`config.mk`:
```
export PLATFORM = sky130hd
export DESIGN_NAME = tss_seq
export DESIGN_NICKNAME = d
export VERILOG_FILES = /design/src/sv/texture_streak_smear_top_defines.svh /design/src/sv/tss_pkg.sv /design/src/sv/tss_seq.sv
export SDC_FILE = /design/constraint.sdc
export NUM_CORES = 1
export LEC_CHECK = 0
export BUFFER_PORTS_ARGS = -buffer_cell sky130_fd_sc_hd__buf_2
export CORE_MARGIN = 3
export CORE_UTILIZATION = 53
export CTS_CLUSTER_DIAMETER = 150
export DETAILED_ROUTE_END_ITERATION = 16
export GPL_TIMING_DRIVEN = 1
export PLACE_DENSITY = 0.79
export REMOVE_ABC_BUFFERS = 1
export SLEW_MARGIN = 20
export SYNTH_ARGS = -nofsm -noshare
export SYNTH_HDL_FRONTEND = slang
export SYNTH_SLANG_ARGS = --single-unit
```
`constraint.sdc`:
```
create_clock -name clk_i -period 4.1 [get_ports clk_i]
set_input_delay 0.41 -clock clk_i [delete_from_list [all_inputs] [get_ports clk_i]]
set_output_delay 0.41 -clock clk_i [all_outputs]
set_load 0.05 [all_outputs]
```
`src/sv/texture_streak_smear_top_defines.svh`:
```
// Assertion macros for the streak smear block
`ifndef TEXTURE_STREAK_SMEAR_TOP_DEFINES_SVH
`define TEXTURE_STREAK_SMEAR_TOP_DEFINES_SVH
`ifndef NO_ASSERTIONS
`define TSS_ASSERT(label, clk, rst_n, prop, msg) \
  label: assert property (@(posedge clk) disable iff (!rst_n) prop) else $error(msg);
`define TSS_ASSERT_NR(label, clk, prop, msg) \
  label: assert property (@(posedge clk) prop) else $error(msg);
`else
`define TSS_ASSERT(label, clk, rst_n, prop, msg)
`define TSS_ASSERT_NR(label, clk, prop, msg)
`endif
`endif

```
`src/sv/tss_pkg.sv`:
```
// ----------------------------------------------------------------------------
// tss_pkg
// Types and constants shared by the streak smear block.
// ----------------------------------------------------------------------------
package tss_pkg;
  localparam int unsigned DefMaxWidth  = 256;
  localparam int unsigned DefMaxHeight = 256;
  localparam int unsigned DefHalfSpan  = 2;
  localparam logic [15:0] QOne         = 16'd32768;
  localparam logic [15:0] FalloffReset = 16'd328;
  localparam logic [8:0]  SizeReset    = 9'd256;

  typedef enum logic [1:0] {
    KIND_WRITE  = 2'd0,
    KIND_READ   = 2'd1,
    KIND_STREAK = 2'd2,
    KIND_NONE   = 2'd3
  } kind_e;

  typedef enum logic [1:0] {
    CFG_FALLOFF = 2'd0,
    CFG_WIDTH   = 2'd1,
    CFG_HEIGHT  = 2'd2,
    CFG_UNUSED  = 2'd3
  } cfg_idx_e;

  typedef enum logic [3:0] {
    ST_CLEAR, ST_IDLE, ST_RD_WAIT, ST_RD_DONE, ST_CTR_RD, ST_CTR_WAIT,
    ST_PX_RD, ST_PX_WAIT, ST_PX_WR, ST_ROW_END, ST_DONE
  } state_e;

  // memory port request from the sequencer
  typedef struct packed {
    logic        rd;
    logic        wr;
    logic [15:0] wdata;
  } mem_req_t;
endpackage

```
`src/sv/tss_seq.sv`:
```
// ----------------------------------------------------------------------------
// tss_seq
// Sequencer: clearing sweep, pixel access and streak read-modify-write walk.
// ----------------------------------------------------------------------------
module tss_seq #(
  parameter int unsigned MaxWidth  = 256,
  parameter int unsigned MaxHeight = 256,
  parameter int unsigned HalfSpan  = 2,
  localparam int unsigned XW = $clog2(MaxWidth),
  localparam int unsigned YW = $clog2(MaxHeight),
  localparam int unsigned AW = XW + YW
) (
  input  logic               clk_i,
  input  logic               rst_ni,
  input  logic               start_i,
  input  logic [1:0]         kind_i,
  input  logic [7:0]         col_i,
  input  logic [7:0]         row_i,
  input  logic [15:0]        pixel_in_i,
  input  logic [15:0]        falloff_i,
  input  logic [8:0]         width_i,
  input  logic [8:0]         height_i,
  output logic               busy_o,
  output logic               done_o,
  output logic [15:0]        pixel_out_o,
  output logic [8:0]         rows_touched_o,
  output tss_pkg::mem_req_t  req_o,
  output logic [AW-1:0]      addr_o,
  input  logic [15:0]        rdata_i
);
  import tss_pkg::*;

  localparam int unsigned CW = (XW > 8 ? XW : 8) + 2;
  localparam int unsigned SW = $clog2(2*HalfSpan+1) + 1;

  state_e state_q, state_d;
  logic [AW:0]    clr_q, clr_d;
  logic [XW-1:0]  x_q, x_d;
  logic [YW-1:0]  y_q, y_d;
  logic [SW-1:0]  j_q, j_d;
  logic [16:0]    str_q, str_d;
  logic [15:0]    ctr_q, ctr_d;
  logic [8:0]     rows_q, rows_d;
  logic [15:0]    pix_q, pix_d;
  logic [XW:0]    cx_q, cx_d;

  logic [12:0] w_act, h_act;
  logic [12:0] xc, yc;
  logic signed [CW:0] cx_s;
  logic [16:0] sum;
  logic signed [18:0] ns;

  always_comb begin
    w_act = (width_i == '0) ? 13'd1 :
            ({4'd0, width_i} > 13'(MaxWidth)) ? 13'(MaxWidth) : {4'd0, width_i};
    h_act = (height_i == '0) ? 13'd1 :
            ({4'd0, height_i} > 13'(MaxHeight)) ? 13'(MaxHeight) : {4'd0, height_i};
    xc = ({5'd0, col_i} >= w_act) ? w_act - 13'd1 : {5'd0, col_i};
    yc = ({5'd0, row_i} >= h_act) ? h_act - 13'd1 : {5'd0, row_i};
    cx_s = $signed({1'b0, CW'(x_q)}) + $signed({1'b0, CW'(j_q)})
         - $signed((CW+1)'(HalfSpan));
    sum  = {1'b0, rdata_i} + str_q;
    ns   = $signed({2'b0, str_q}) + $signed({3'b0, ctr_q}) - $signed({3'b0, falloff_i});
  end

  always_ff @(posedge clk_i or negedge rst_ni) begin
    if (!rst_ni) begin
      state_q <= ST_CLEAR;
      clr_q   <= '0;
    end else begin
      state_q <= state_d;
      clr_q   <= clr_d;
    end
  end

  always_ff @(posedge clk_i) begin
    x_q <= x_d; y_q <= y_d; j_q <= j_d; str_q <= str_d;
    ctr_q <= ctr_d; rows_q <= rows_d; pix_q <= pix_d; cx_q <= cx_d;
  end

  always_comb begin
    state_d = state_q; clr_d = clr_q;
    x_d = x_q; y_d = y_q; j_d = j_q; str_d = str_q; ctr_d = ctr_q;
    rows_d = rows_q; pix_d = pix_q; cx_d = cx_q;
    req_o = '0;
    addr_o = {y_q, x_q};
    busy_o = 1'b1;
    done_o = 1'b0;
    unique case (state_q)
      ST_CLEAR: begin
        req_o.wr = 1'b1;
        addr_o = clr_q[AW-1:0];
        clr_d = clr_q + 1'b1;
        if (clr_q[AW-1:0] == '1) state_d = ST_IDLE;
      end
      ST_IDLE: begin
        busy_o = 1'b0;
        if (start_i) begin
          x_d = xc[XW-1:0]; y_d = yc[YW-1:0];
          rows_d = '0; pix_d = '0;
          str_d = {1'b0, QOne};
          unique case (kind_e'(kind_i))
            KIND_WRITE: begin
              pix_d = (pixel_in_i > QOne) ? QOne : pixel_in_i;
              req_o.wr = 1'b1;
              req_o.wdata = pix_d;
              addr_o = {yc[YW-1:0], xc[XW-1:0]};
              state_d = ST_DONE;
            end
            KIND_READ:   state_d = ST_RD_WAIT;
            KIND_STREAK: state_d = ST_CTR_RD;
            default:     state_d = ST_DONE;
          endcase
          if (kind_e'(kind_i) == KIND_READ) begin
            req_o.rd = 1'b1;
            addr_o = {yc[YW-1:0], xc[XW-1:0]};
          end
        end
      end
      ST_RD_WAIT: state_d = ST_RD_DONE;
      ST_RD_DONE: begin
        pix_d = rdata_i;
        state_d = ST_DONE;
      end
      ST_CTR_RD: begin
        req_o.rd = 1'b1;
        state_d = ST_CTR_WAIT;
      end
      ST_CTR_WAIT: begin
        j_d = '0;
        state_d = ST_PX_RD;
      end
      ST_PX_RD: begin
        if (j_q == SW'(0)) ctr_d = rdata_i;
        if (cx_s >= 0 && cx_s < $signed({1'b0, CW'(w_act)})) begin
          cx_d = cx_s[XW:0];
          req_o.rd = 1'b1;
          addr_o = {y_q, cx_s[XW-1:0]};
          state_d = ST_PX_WAIT;
        end else if (j_q == SW'(2*HalfSpan)) begin
          state_d = ST_ROW_END;
        end else begin
          j_d = j_q + 1'b1;
        end
      end
      ST_PX_WAIT: state_d = ST_PX_WR;
      ST_PX_WR: begin
        req_o.wr = 1'b1;
        addr_o = {y_q, cx_q[XW-1:0]};
        req_o.wdata = (sum > {1'b0, QOne}) ? QOne : sum[15:0];
        if (j_q == SW'(2*HalfSpan)) state_d = ST_ROW_END;
        else begin
          j_d = j_q + 1'b1;
          state_d = ST_PX_RD;
        end
      end
      ST_ROW_END: begin
        rows_d = rows_q + 1'b1;
        str_d = (ns < 0) ? 17'd0 : (ns > $signed({3'b0, QOne})) ? {1'b0, QOne} : ns[16:0];
        if (y_q == '0 || str_d == '0) state_d = ST_DONE;
        else begin
          y_d = y_q - 1'b1;
          state_d = ST_CTR_RD;
        end
      end
      ST_DONE: begin
        done_o = 1'b1;
        state_d = ST_IDLE;
      end
      default: state_d = ST_IDLE;
    endcase
  end

  assign pixel_out_o = pix_q;
  assign rows_touched_o = rows_q;
endmodule

```
Yosys cells after proc, flatten, opt, wreduce, memory -nomap -nowiden --
Cells that the tools add are included.
Operators by class: add/sub/neg operators 11, order comparisons 10, eq/ne operators 19, multiplexer cells 45, reduce and logical (&&, ||, !) cells 21
Operator list (number):
- 16-bit two-way mux | 7
- 17-bit two-way mux | 4
- 16-bit case mux with 2 select lines | 2
- 16-bit case mux with 4 select lines | 1
- 9-bit two-way mux | 5
- 8-bit two-way mux | 5
- 4-bit case mux with 10 select lines | 1
- 17-bit case mux with 2 select lines | 1
- 4-bit two-way mux | 8
- 8-bit by 1-bit subtractor with 8-bit output (second input constant) | 3
- 4-bit by 3-bit == test with 1-bit output (second input constant) | 5
- 19-bit by 17-bit > comparator with 1-bit output (second input constant) | 1
- 19-bit by 1-bit less-than comparator with 1-bit output (second input constant) | 1
- 18-bit by 16-bit subtractor with 19-bit output | 1
- 17-bit by 16-bit adder with 18-bit output | 1
- 8-bit by 9-bit greater-or-equal comparator with 1-bit output | 2
- 9-bit > comparator (second input constant) | 2
- 9-bit logical NOT | 2
- 18-bit two-way mux | 1
- 9-bit case mux with 2 select lines | 1
- 16-bit by 17-bit adder with 17-bit output | 1
- 17-bit by 1-bit adder with 17-bit output (second input constant) | 1
- 17-bit by 16-bit > comparator with 1-bit output (second input constant) | 1
- 17-bit logical NOT | 1
- 31 further kinds | 48
Storage, ports and cells: bits in registers 107, bits of input ports 87, output and inout port bits 61

Logic depth before layout (Yosys ltp) --
word-level depth 9, gate-level depth with buffers 19, mapped depth without buffers 19

Worst setup path before layout --
No wires, ideal clock.
kind reg2out, from register j_q[1], to output addr_o[0], arrival 4.045 ns, data required time 3.690 ns, slack -0.355 ns, stages on the path, launching flop included 18, buffers on the path 0, cells stage by stage edfxtp_1 inv_1 ha_1 inv_1 ha_1 fa_1 a21o_1 a21oi_1 o21bai_1 a21oi_1 xor2_1 ha_1 a21o_1 a21oi_1 nand4_1 inv_1 nor2_1 a221o_1
On the way: cells in the longest elaborated chain, start to end 6, elaborated cells between the ends (all ways) 7, those cells by class add/sub: 2; order compare: 2; mux: 2; reduce/logical: 1
Ends and longest elaborated chain:
- start: declaration | RTL line tss_seq.sv:40 | logic [SW-1:0] j_q, j_d;
- start signal: assignment | RTL line tss_seq.sv:77 | x_q <= x_d; y_q <= y_d; j_q <= j_d; str_q <= str_d;
- 8-bit by 4-bit adder with 9-bit output * | RTL line tss_seq.sv:60 | cx_s = $signed({1'b0, CW'(x_q)}) + $signed({1'b0, CW'(j_q)})
- 9-bit by 2-bit subtractor with 10-bit output * | RTL line tss_seq.sv:61 | - $signed((CW+1)'(HalfSpan));
- net cx_s[7] | RTL line tss_seq.sv:49 | logic signed [CW:0] cx_s;
- 10-bit by 1-bit greater-or-equal comparator with 1-bit output / 10-bit less-than comparator (equally long branches) | RTL line tss_seq.sv:135 | if (cx_s >= 0 && cx_s < $signed({1'b0, CW'(w_act)})) begin
- 1-bit logical AND * | RTL line tss_seq.sv:135
- 8-bit two-way mux * | RTL line tss_seq.sv:135
- 16-bit case mux with 4 select lines * | RTL line tss_seq.sv:89 | unique case (state_q)
- end: declaration | RTL line tss_seq.sv:28 | output logic [AW-1:0] addr_o,
The timed path passes the listed nets; every way through them passes the cells marked *.

Worst setup path after layout --
from register j_q[1], to output addr_o[2]
The elaborated chain is that of the path after synthesis.

==> metrics.txt <==
status=finished with violations; failing checks=negative setup slack; startpoint types=flip-flop; Post-layout nets=1396; DR WL met3=1.61 mm; Avg Inst Size Synth=between 9 and 10 µm²; synth warn=0; crit path max fanout=4; M1 WL=10.3 mm; Core Area=0.0167 mm²; Synth async-reset ratio=18.9%; cells along the critical path=inv_1 -> ha_1 -> inv_1 -> ha_2 -> fa_2 -> a21o_1 -> a21oi_2 -> buf_4 -> xnor2_1 -> ha_1 -> a221oi_1 -> a211o_1 -> nand4_1 -> buf_4 -> o21ai_0 -> a221o_1 -> buf_6; area of the multi-input gates=around 0.0057 mm²; WL final=25.6 mm; Die Height=137 µm; Req. time, crit path=3.69 ns; die width=137 µm; Synth Register Bits=approximately 110; Power Total=7.53 mW; worst IR drop on VDD=740 µV; Mapped Cells=996; CTS tree=yes; Final Max Slew Viols=0; final period utilization=113%; first-pass GRT wire length=39.5 mm; Max stage delay on crit path=between 0.3 and 0.4 ns; top sig layer=met4; io pins=148; post-placement cell count=approximately 1400; Port Buf Inserts=147; pwr dens=667 mW/mm²; met2 routed WL=12.9 mm; Slew HR=45.5%; Worst Hold Slack=0.256 ns; final setup skew=0.00848 ns; H-tree levels=3; all-layer global routing usage=26.3%; starting DRC count in detailed routing=779; Final min period=4.64 ns; Setup violations, final=9; initial antenna violation count=1; Root Driver=clkbuf_16; area of the mapped netlist=0.00914 mm²; insertion delay to the later sink of the worst-skew pair=around 0.36 ns; DR pass1 iterations=6; Design Area, Final=0.0113 mm²; Inserted Clock Buffers=9; area grow syn2layout=23.5%; placed instance area=approximately 0.010 mm²; number of library cell types mapped by synthesis=72; max capacitance violation total=0; RePlAce Congestion=0.934; filler cell count in the final layout=1329; Hold Fails Final Rpt=0; vias=about 8400; layout cell share with drive strength beyond 1=25.0%; register area=between 0.003 and 0.004 mm²; largest net degree at the start of global routing=23; most used flip-flop cell after synthesis=edfxtp_1; grt ovf=0; via/cell ratio=5.90; LEAKAGE=between 5 and 6 nW; DR WL/cell=~18 µm; Row Count=47; vias in the first global route=7963; Worst Setup End Kind=primary output; Least-Margin Pin Slew=0.815 ns; clk buf depth=2; DP Wirelength=19.0 mm; fin cells=approximately 1400; RSZ-0062 raised after global routing=yes; data arrival time of the worst path=between 4 and 5 ns; crit path kind=flip-flop to primary output; post-place setup slack=-0.210 ns; die area=0.0189 mm²; Max Clk Rate=~220 MHz; DRT antenna net count=0; critical path's slowest cell=edfxtp_1; Post-synth EDFFs=86; Reg clk slew, reported paths=0.08 ns; Initial Util=between 50% and 60%; clk sinks=between 100 and 150; worst hold path class=primary input to flip-flop; fin worst setup slack=-0.535 ns; register area share after synthesis=approximately a third; DRC Markers=0
[critical path, delay by kind of cell, from the launching register on]
kind / cells / cell delay (ns)
xor gates and xnor gates: 1 / 0.20
AOI/OAI and AO/OA: 6 / 1.42
DFF: 1 / 0.35
buffers and inverters: 5 / 0.62
adders and majority gates: 4 / 1.13
and+or+nand+nor: 1 / 0.15
[final timing paths]
check                                start    endpoint  slack [ns]  depth (start not counted)
min in group asynchronous           rst_ni    clr_q[5]        0.53                          2
max in group asynchronous           rst_ni  state_q[3]        3.26                          2
worst min register to register    clr_q[5]    clr_q[5]        0.50                          1
worst max register to register      x_q[3]      j_q[0]        0.06                         20
worst min-delay path            rdata_i[1]    ctr_q[1]        0.26                          1
worst max-delay path                j_q[1]   addr_o[2]       -0.54                         17
[through the flow]
stage	utilization, %	TNS (ns)
6_report	67.6	-4.26
5_1_grt	67.6	-6.19
4_1_cts	65.8	-2.89
3_5_place_dp	62.8	-3.09
3_3_place_gp	62.8	-0.713
2_1_floorplan	-	-7.52
[cells by family (layout without fill, tap and decap cells)]
group | after synthesis | after routing | share of synthesized area (%)
compound gates | 252 | 253 | 19.4
xor+xnor | 60 | 60 | 5.75
fa+ha+maj | 103 | 103 | 15.6
buf+inv | 146 | 360 | 6.09
flops | 106 | 106 | 33.7
mux | 26 | 26 | 2.94
other cells | 1 | 2 | 0.0410
simple gates | 302 | 302 | 16.5
[placed cells by master (no fill, tap or decap), drive strengths merged, types with 13 or more instances in the layout]
cell type,count
dfrtp,20
a22o,21
xnor2,27
buf,224
ha,85
nand3,27
o21ai,57
nor2,67
inv,119
nand2,77
nand2b,20
xor2,33
edfxtp,86
a21o,28
mux2i,19
nor3,27
fa,18
nor4,13
a21oi,38
and3,13
[where the power goes]
part	switching (mW)	total, mW	internal (mW)
Sequential	0.216	1.73	1.51
Combinational	3.03	4.90	1.86
Clock	0.433	0.907	0.474
Total	3.68	7.53	3.84
[sequential cells by signal (all words and copies together) (netlist names)]
signal / count
str_q: 17
clr_q: 16
ctr_q: 16
pixel_out_o: 16
rows_touched_o: 9
cx_q: 8
x_q: 8
y_q: 8
j_q: 4
state_q: 4
[layout make-up]
class,count,share of cell area [%]
Tap cell,220,2.44
Clock buffer,11,2.34
Sequential cell,106,27.3
Multi-Input combinational cell,745,50.6
Timing Repair Buffer,225,12.9
Clock inverter,5,0.410
Antenna cell,1,0.0222
Inverter,119,3.96
[what timing repair did]
action	4_1_cts	5_1_grt
endpoints found under the hold margin	20	0
gates resized for setup	44	50
gates cloned	0	1
hold buffers	1	0
setup endpoints to repair	29	58
pin swaps	15	28
setup buffers	7	16
[layer usage]
metal  vias to the layer above  GRT usage (%)
li1                       4033              -
met1                      4047           32.8
met2                       321           46.2
met3                        48           3.62
met4                         0           10.3
met5                         -              0
[synth_stat cells, types with 3 or more instances]
| cell type | instances | area share (%) |
|---|---|---|
| a211o_1 | 4 | 0.38 |
| o41ai_1 | 4 | 0.38 |
| or2_2 | 4 | 0.27 |
| nor3_1 | 27 | 1.5 |
| nand3_1 | 27 | 1.5 |
| mux2i_1 | 19 | 2.1 |
| ha_1 | 85 | 12 |
| xor2_1 | 33 | 3.2 |
| a221oi_1 | 4 | 0.38 |
| a21oi_1 | 37 | 2.0 |
| a221o_1 | 10 | 1.1 |
| o21ai_0 | 57 | 3.1 |
| a31oi_1 | 7 | 0.48 |
| or4_1 | 3 | 0.25 |
| a22o_1 | 21 | 2.0 |
| or3_1 | 9 | 0.62 |
| nand3b_1 | 5 | 0.41 |
| o21bai_1 | 7 | 0.58 |
| nor4_1 | 13 | 0.89 |
| xnor2_1 | 27 | 2.6 |
| edfxtp_1 | 86 | 28 |
| a32o_1 | 3 | 0.33 |
| o211ai_1 | 11 | 0.90 |
| nand2_1 | 77 | 3.2 |
| clkbuf_1 | 23 | 0.94 |
| and3_1 | 13 | 0.89 |
| nand2b_1 | 20 | 1.4 |
| o31ai_1 | 3 | 0.25 |
| a21o_1 | 27 | 2.2 |
| o311ai_0 | 3 | 0.29 |
| nand4_1 | 10 | 0.68 |
| inv_1 | 118 | 4.8 |
| fa_1 | 18 | 3.9 |
| nor2b_1 | 8 | 0.55 |
| and2_1 | 6 | 0.41 |
| a22oi_1 | 11 | 0.90 |
| mux2_2 | 7 | 0.86 |
| a31o_2 | 3 | 0.29 |
| dfrtp_1 | 20 | 5.5 |
| o31a_1 | 3 | 0.29 |
| a211oi_1 | 7 | 0.58 |
| nor2_1 | 67 | 2.8 |
| nor3b_1 | 6 | 0.49 |
| o21a_1 | 9 | 0.74 |
(Power assumes the default switching activity.)
